`src/sv/gesi_pkg.sv`:
```
package gesi_pkg;

  // Default sizes of the stores
  localparam int MAX_ENTITIES_DEF = 1024;
  localparam int MAX_GROUPS_DEF   = 64;

  // Field widths
  localparam int GRP_W    = 6;
  localparam int WORD_W   = 64;
  localparam int SLOT_W   = 10;
  localparam int STAT_W   = 2;
  localparam int CFG_IDX_W = 1;
  localparam int CFG_DAT_W = 11;
  localparam int IN_DATA_W  = 80;
  localparam int OUT_DATA_W = 80;
  localparam int ENT_RAM_W  = GRP_W + WORD_W;

  // Actions
  localparam logic ACT_ADD  = 1'b0;
  localparam logic ACT_READ = 1'b1;

  // Result status codes
  localparam logic [STAT_W-1:0] ST_OK        = 2'd0;
  localparam logic [STAT_W-1:0] ST_BAD_GROUP = 2'd1;
  localparam logic [STAT_W-1:0] ST_FULL      = 2'd2;
  localparam logic [STAT_W-1:0] ST_RANGE     = 2'd3;

  // Register indexes
  localparam logic [CFG_IDX_W-1:0] CFG_GROUPS = 1'b0;
  localparam logic [CFG_IDX_W-1:0] CFG_LIMIT  = 1'b1;

  // Controller to datapath
  typedef struct packed {
    logic accept;
    logic cfg_wr;
    logic init_step;
    logic rd_slot;
    logic rd_meta_g;
    logic cap_g;
    logic rd_meta_gi;
    logic cap_gi;
    logic move_step;
    logic gi_dec;
    logic finish_add;
    logic res_range;
    logic res_bad;
    logic res_full;
    logic res_read;
  } gesi_cmd_t;

  // Datapath to controller
  typedef struct packed {
    logic is_read;
    logic slot_ok;
    logic bad_group;
    logic full;
    logic cfg_grow;
    logic init_last;
    logic gi_above;
    logic j_nz;
  } gesi_sts_t;

endpackage

```
`src/sv/gesi_ctrl.sv`:
```
module gesi_ctrl (
  input  logic               clk_i,
  input  logic               rst_ni,
  input  logic               cfg_valid_i,
  output logic               cfg_ready_o,
  input  logic               in_valid_i,
  output logic               in_ready_o,
  output logic               out_valid_o,
  input  logic               out_ready_i,
  input  gesi_pkg::gesi_sts_t sts_i,
  output gesi_pkg::gesi_cmd_t cmd_o
);
  import gesi_pkg::*;

  localparam logic [3:0] S_IDLE    = 4'd0;
  localparam logic [3:0] S_INIT    = 4'd1;
  localparam logic [3:0] S_DECODE  = 4'd2;
  localparam logic [3:0] S_RD_WAIT = 4'd3;
  localparam logic [3:0] S_G_WAIT  = 4'd4;
  localparam logic [3:0] S_GRP     = 4'd5;
  localparam logic [3:0] S_GI_WAIT = 4'd6;
  localparam logic [3:0] S_MOVE    = 4'd7;
  localparam logic [3:0] S_FINAL   = 4'd8;
  localparam logic [3:0] S_OUT     = 4'd9;

  logic [3:0] state_q, state_d;
  logic       cfg_fire, in_fire;

  assign cfg_ready_o = (state_q == S_IDLE);
  assign in_ready_o  = (state_q == S_IDLE) && !cfg_valid_i;
  assign out_valid_o = (state_q == S_OUT);
  assign cfg_fire    = cfg_valid_i && cfg_ready_o;
  assign in_fire     = in_valid_i && in_ready_o;

  // Sequence one item at a time
  always_comb begin
    state_d = state_q;
    cmd_o   = '0;
    unique case (state_q)
      S_IDLE: begin
        if (cfg_fire) begin
          cmd_o.cfg_wr = 1'b1;
          if (sts_i.cfg_grow) state_d = S_INIT;
        end else if (in_fire) begin
          cmd_o.accept = 1'b1;
          state_d = S_DECODE;
        end
      end
      S_INIT: begin
        cmd_o.init_step = 1'b1;
        if (sts_i.init_last) state_d = S_IDLE;
      end
      S_DECODE: begin
        priority if (sts_i.is_read && sts_i.slot_ok) begin
          cmd_o.rd_slot = 1'b1;
          state_d = S_RD_WAIT;
        end else if (sts_i.is_read) begin
          cmd_o.res_range = 1'b1;
          state_d = S_OUT;
        end else if (sts_i.bad_group) begin
          cmd_o.res_bad = 1'b1;
          state_d = S_OUT;
        end else if (sts_i.full) begin
          cmd_o.res_full = 1'b1;
          state_d = S_OUT;
        end else begin
          cmd_o.rd_meta_g = 1'b1;
          state_d = S_G_WAIT;
        end
      end
      S_RD_WAIT: begin
        cmd_o.res_read = 1'b1;
        state_d = S_OUT;
      end
      S_G_WAIT: begin
        cmd_o.cap_g = 1'b1;
        state_d = S_GRP;
      end
      S_GRP: begin
        if (sts_i.gi_above) begin
          cmd_o.rd_meta_gi = 1'b1;
          state_d = S_GI_WAIT;
        end else begin
          state_d = S_FINAL;
        end
      end
      S_GI_WAIT: begin
        cmd_o.cap_gi = 1'b1;
        state_d = S_MOVE;
      end
      S_MOVE: begin
        cmd_o.move_step = 1'b1;
        if (!sts_i.j_nz) begin
          cmd_o.gi_dec = 1'b1;
          state_d = S_GRP;
        end
      end
      S_FINAL: begin
        cmd_o.finish_add = 1'b1;
        state_d = S_OUT;
      end
      S_OUT: begin
        if (out_ready_i) state_d = S_IDLE;
      end
      default: state_d = S_IDLE;
    endcase
  end

  always_ff @(posedge clk_i or negedge rst_ni) begin
    if (!rst_ni) begin
      state_q <= S_IDLE;
    end else begin
      state_q <= state_d;
    end
  end

  // Input and output sides never open together
  a_no_overlap: assert property (@(posedge clk_i) disable iff (!rst_ni)
    !(in_ready_o && out_valid_o)) else $error("input ready while result pending");

  // An accepted beat is decoded next
  a_decode: assert property (@(posedge clk_i) disable iff (!rst_ni)
    in_fire |=> state_q == S_DECODE) else $error("accepted beat not decoded");

  // A drained group returns to the group loop
  a_move_exit: assert property (@(posedge clk_i) disable iff (!rst_ni)
    (state_q == S_MOVE && !sts_i.j_nz) |=> state_q == S_GRP)
    else $error("move loop did not exit");
endmodule

```
`config.mk`:
```
export PLATFORM = sky130hd
export DESIGN_NAME = gesi_ctrl
export DESIGN_NICKNAME = d
export VERILOG_FILES = /design/src/sv/gesi_pkg.sv /design/src/sv/gesi_ctrl.sv
export SDC_FILE = /design/constraint.sdc
export NUM_CORES = 1
export LEC_CHECK = 0
export BUFFER_PORTS_ARGS = -buffer_cell sky130_fd_sc_hd__clkbuf_2
export CORE_AREA = 2 2 39 41
export CTS_CLUSTER_SIZE = 10
export DETAILED_ROUTE_END_ITERATION = 8
export DIE_AREA = 0 0 41 43
export HOLD_SLACK_MARGIN = 0.08
export PLACE_DENSITY = 0.73
export SLEW_MARGIN = 10
export SYNTH_ARGS = -nofsm -noshare
export SYNTH_HDL_FRONTEND = slang
export SYNTH_SLANG_ARGS = --single-unit
```
`constraint.sdc`:
```
create_clock -name clk_i -period 2.8 [get_ports clk_i]
set_clock_uncertainty 0.1 [all_clocks]
set_input_delay 0.14 -clock clk_i [delete_from_list [all_inputs] [get_ports clk_i]]
set_output_delay 0.14 -clock clk_i [all_outputs]
set_load 0.05 [all_outputs]
```
==> results.yml, run 1 <==
timing:
  hold_slack_ps: 149
  finalCritPeriodShare: 0.846
  hold_viol: 0
  worstMarginPinSlew_ps: 492
  finalWorstSetupSlack_ps: 430
  setup_tns_ps: 0
  rsz0062_at_grt: "false"
  fin_crit_ps: 2370
  final_max_slew_viol_count: 0
  max_slew_margin: 0.672
  setup_violations: 0
  fmax_mhz: 422
finish:
  final_nets: 113
  final_util: 0.494
  antennaDiodeCount: 0
  reg.largest.list: "state_q: 4 flops"
  area_growth_pct: 45.2
  top_register: "state_q"
  drive_gt1_frac: 0.388
  final_cells: 114
  largest_register_ffs: 4
die:
  die_y_um: 43
  ioPinCount: 31
  rows: 14
  die_area_um2: 1760
  initial_core_util: 0.340
  die_w_um: 41
  core_area_um2: 1380
routing:
  drt_iter0_drc: 8
  first_pass_iters: 4
  wirelength_um: 1240
  drc: 0
  routed_via_density: 5.25
  antenna_left: 0
  vias: 598
  routedWlPerCell_um: 10.9
logic_synthesis:
  ys.flop_type: "dfrtp_1"
  ys_top_cells_by_area: "dfrtp_1, nor3_1, nand2_1"
  syn_nets: 80
  netlist.area_leader.share: 0.213
  syn-mean-instance-area_um2: 7.02
  netlist_area_um2: 470
  yosysSeqAreaShare: 0.213
  ys_async_sr_fraction: 1.00
  synth_area_leader_cell: "dfrtp_1"
  synth_common_cells: "nand2_1, nor3_1, nor2_1"
  ys_ff_latch: 4
  ys_types: 29
  synth_edf_count: 0
  yosys_warnings: 0
  postSynthCellCount: 67
clocking:
  cts_buffer_depth: 2
  insertion_delay_ps: 230
  clk_root_buffer_cell: "clkbuf_4"
  cts_tree: "yes"
  clkSinkCount: 4
  numCtsBuffers: 3
  htree_levels: 1
  path_clk_slew_ps: 40
worst_hold_path:
  min_path_type: "input port to asynchronous set/reset pin"
grt:
  grt_pass1_wl_um: 1890
  grt.overflow.total: 0
  antenna_found_initial: 0
  use_met2: 0.219
  gr-usage-all-layers: 0.151
  grt_use_met3: 0.0209
  top_usage_layer: "met2"
  grt_max_degree: 17
  grtUsageMet1: 0.208
  grt_pass1_vias: 474
worst_setup_path:
  cp.arrival_ps: 2130
  r2r_slack_ps: 940
  required_ps: 2560
  critical_path.startpoint: "state_q[2]"
  crit_path_end_kind: "output port"
  crit_type: "flop to output port"
  cp_max_fo: 16
  startpoint_type: "flop"
  timing.rr.start: "state_q[2]"
placed_design:
  hpwl_um: 967
  place_inst: 109
  port-buffer-count: 30
  dpl_worst_slack_ps: 678
  place.gp.congestion: 0.858
pwr:
  power_leakage_nw: 0.321
  power_report.internal_total_mw: 0.280
  sw_frac_of_total: 0.612
  p_sw_mw: 0.443
  power_density_nw_per_um2: 1060
  ir_worst_vdd_mv: 0.574
  comb_power_share: 0.688
  seqPwrFrac: 0.216
  power_frac_clock: 0.096
status:
  outcome: "completed"
flow_run:
  maxCapViolCount: 0
==> cells in the final DEF (no fill, tap or decap), types with 2 or more instances in the layout <==
cell	netlist	layout
clkbuf_4	0	3
clkbuf_2	0	30
o21ai_1	4	4
and2_1	2	2
nor2_1	6	6
a21oi_1	4	4
nand2b_1	4	4
nor3_1	8	8
dlygate4sd3_1	0	2
nand2_1	8	8
dfrtp_1	4	4
nor3b_1	2	2
inv_1	2	2
==> stage by stage <==
stage	total power [mW]	area, um^2
CTS	0.729	683
floorplan	0.552	485
global placement	0.648	641
finish	0.723	683
detailed placement	0.652	641
global route	0.774	683
==> per-layer routing <==
| layer | wire, um | part of all wire |
|---|---|---|
| met5 | 0 | 0 |
| met4 | 0 | 0 |
| met3 | 64 | 0.052 |
| met2 | 576 | 0.47 |
| met1 | 596 | 0.48 |
==> critical path, stage by stage (launching register included) <==
cell      delay, ps
dfrtp_1         550
or4b_1          750
nor4b_2         290
clkbuf_2        310
==> logic make-up (layout without fill, tap and decap cells) <==
family,count (synthesis),after routing,synth area share
DFF,4,4,0.213
and+or+nand+nor,38,38,0.452
AOI/OAI and AO/OA,16,16,0.226
muxes,2,2,0.0452
buffers and inverters,7,38,0.0638
==> power by group through the flow <==
stage | Clock (mW) | Combinational [mW] | Sequential [mW]
after floorplan | 0 | 0.438 | 0.114
after global placement | 0 | 0.495 | 0.153
after detailed placement | 0 | 0.497 | 0.155
after CTS | 0.0740 | 0.500 | 0.155
after global routing | 0.0770 | 0.535 | 0.162
final | 0.0693 | 0.497 | 0.156
==> timing repair <==
item                      in CTS  in global routing
hold buffers                   2                  0
resized for setup              0                  0
buffers inserted               0                  0
hold endpoints to repair       5                  0
==> area by class of cell <==
class	count	area, um^2
clock buffers	3	22.5
repair buffers	33	178
fillers	146	701
inverters	2	7.51
well taps	16	20.0
multi-input cells	56	355
flip-flops and latches	4	100
==> final timing paths <==
path	end	depth (start not counted)
setup / recovery	cmd_o[1]	3
hold / removal	state_q[0]	2
setup reg to reg	state_q[1]	4
hold reg to reg	state_q[0]	2
max in group asynchronous	state_q[1]	2
min in group clk_i	state_q[3]	3
(Power assumes the default switching activity.)
==> inputs of run 2 (changes only) <==
--- a/config.mk
+++ b/config.mk
@@ -5,13 +5,14 @@
 export SDC_FILE = /design/constraint.sdc
 export NUM_CORES = 1
 export LEC_CHECK = 0
+export ABC_AREA = 1
 export BUFFER_PORTS_ARGS = -buffer_cell sky130_fd_sc_hd__clkbuf_2
 export CORE_AREA = 2 2 39 41
 export CTS_CLUSTER_SIZE = 10
 export DETAILED_ROUTE_END_ITERATION = 8
 export DIE_AREA = 0 0 41 43
 export HOLD_SLACK_MARGIN = 0.08
-export PLACE_DENSITY = 0.73
+export PLACE_DENSITY = 0.71
 export SLEW_MARGIN = 10
 export SYNTH_ARGS = -nofsm -noshare
 export SYNTH_HDL_FRONTEND = slang
==> constraint.sdc (replaced) <==
create_clock -name clk_i -period 2.36 [get_ports clk_i]
set_clock_uncertainty 0.1 [all_clocks]
set_input_delay 0.118 -clock clk_i [delete_from_list [all_inputs] [get_ports clk_i]]
set_output_delay 0.118 -clock clk_i [all_outputs]
set_load 0.05 [all_outputs]
==> results.yml, run 2 <==
finish:
  largest_register_ffs: 4
  area_growth_pct: 49.4
  fillerInstances: 151
  antennaDiodeCount: 0
  design_area_um2: 662
  final_nets: 131
  drive_gt1_frac: 0.371
  mostFrequentLayoutCells: "clkbuf_2, inv_1, nand2_1"
  final_common_cell: "clkbuf_2"
  reg.largest.list: "state_q: 4 flops"
  top_register: "state_q"
worst_setup_path:
  cp_max_fo: 6
  slowest_delay_ps: 420
  cp.arrival_ps: 1540
  crit_slowest_cell: "dfrtp_1"
  critical_path.startpoint: "state_q[2]"
  timing.rr.start: "state_q[2]"
  required_ps: 2140
  crit_type: "flop to output port"
  crit_path_end_kind: "output port"
  startpoint_type: "flop"
  crit_chain: "nor2_2, nand2_2, nor3_1, clkbuf_2"
  r2r_slack_ps: 1070
placed_design:
  place_area_um2: 619
  port-buffer-count: 30
  hpwl_um: 1150
  place.gp.congestion: 0.781
timing:
  hold_slack_ps: 103
  finalCritPeriodShare: 0.744
  hold_viol: 0
  setup_tns_ps: 0
  setup_violations: 0
  final_max_slew_viol_count: 0
  fmax_mhz: 570
  max_slew_margin: 0.810
  rsz0062_at_grt: "false"
  worstMarginPinSlew_ps: 287
  fin_crit_ps: 1760
die:
  ioPinCount: 31
  die_w_um: 41
  initial_core_util: 0.320
  die_y_um: 43
  rows: 14
  die_area_um2: 1760
  core_area_um2: 1380
logic_synthesis:
  yosysSeqAreaShare: 0.226
  netlist.area_leader.share: 0.226
  ys_top_cells_by_area: "dfrtp_1, inv_1, nand2_1"
  synth_area_leader_cell: "dfrtp_1"
  netlist_area_um2: 443
  syn_nets: 94
  synthMostInstantiatedCell: "inv_1"
  ys_types: 13
  ys.flop_type: "dfrtp_1"
  syn-mean-instance-area_um2: 5.47
  synth_common_cells: "inv_1, nand2_1, nand3_1, nor2_1, nor3_1"
  ys_async_sr_fraction: 1.00
  yosys_warnings: 0
  synth_edf_count: 0
  ys_ff_latch: 4
  postSynthCellCount: 81
routing:
  first_pass_iters: 4
  routed_via_density: 4.75
  drc: 0
  vias: 627
  drt_iter0_drc: 21
  routedWlPerCell_um: 10.3
  antenna_left: 0
  wirelength_um: 1360
grt:
  grt.overflow.total: 0
  grt_max_degree: 7
  grtUsageMet1: 0.239
  grt_pass1_wl_um: 2170
  top_usage_layer: "met2"
  grt_pass1_vias: 529
  gr-usage-all-layers: 0.179
  antenna_found_initial: 0
  grt_use_met3: 0.0628
  use_met2: 0.278
clocking:
  hold_buffers: 2
  cts_setup_buffers: 0
  numCtsBuffers: 3
  insertion_delay_ps: 240
  path_clk_slew_ps: 40
  cts_tree: "yes"
  clk_root_buffer_cell: "clkbuf_4"
  clkSinkCount: 4
  cts_buffer_depth: 2
  htree_levels: 1
  postCtsResizedCells: 0
pwr:
  power_frac_clock: 0.099
  comb_power_share: 0.744
  power_leakage_nw: 0.461
  power_report.internal_total_mw: 0.308
  power.total_mw: 0.860
  sw_frac_of_total: 0.642
  ir_worst_vdd_mv: 0.729
  p_sw_mw: 0.552
  power_density_nw_per_um2: 1300
  seqPwrFrac: 0.158
worst_hold_path:
  min_path_type: "input port to flop"
  hold_start: "out_ready_i"
status:
  outcome: "completed"
flow_run:
  maxCapViolCount: 0
run 2: cell types whose count changed after synthesis, sizes merged, moves of 2 or more:
cell and change:
nor2 +7, buf -3, nor3b -2, nand2b -4, o21ai -6, nand3 +10, a21oi -4, clkbuf -2
nand2 +11, inv +19, and2 -2, nand4 +3
run 2: per-layer routing:
layer,vias to the layer above,share of wire
li1,323,-
met1,280,0.40
met2,24,0.53
met3,0,0.069
met4,0,0
met5,-,0
run 2: path summary, 6_finish.rpt:
path                         endpoint  depth (start not counted)
min in group asynchronous  state_q[3]                          2
max in group asynchronous  state_q[1]                          2
hold / removal             state_q[3]                          3
hold reg to reg            state_q[1]                          3
setup reg to reg           state_q[1]                          6
setup / recovery             cmd_o[3]                          4
run 2: power groups by stage:
stage,registers [mW],clock network (mW),logic [mW]
after floorplan,0.125,0,0.510
after global placement,0.134,0,0.629
after detailed placement,0.135,0,0.638
after CTS,0.134,0.0895,0.642
after global routing,0.140,0.0965,0.697
final,0.136,0.0848,0.640
run 2: cell type report:
class | instances | area (um^2) | area share
Multi-Input combinational cell | 56 | 270 | 0.408
Sequential cell | 4 | 100 | 0.151
Clock buffer | 3 | 22.5 | 0.0340
Inverter | 21 | 78.8 | 0.119
Timing Repair Buffer | 32 | 170 | 0.257
Tap cell | 16 | 20.0 | 0.0302
run 2: cell families after synthesis:
group | synth area share
AND/OR/NAND/NOR | 0.579
flip-flops | 0.226
AO/OA/AOI/OAI | 0.0170
buffers and inverters | 0.178
run 2: stage by stage:
stage	setup slack (ps)	cells	util
final	604	132	0.478
after floorplan	352	81	-
after global routing	470	132	0.478
after CTS	611	132	0.478
after detailed placement	875	127	0.448
after global placement	913	127	0.448
run 2: critical path, delay by kind of cell (launching register included):
family                 cells  cell delay [ps]
flip-flops                 1              420
buffers and inverters      1              310
AND/OR/NAND/NOR            3              560
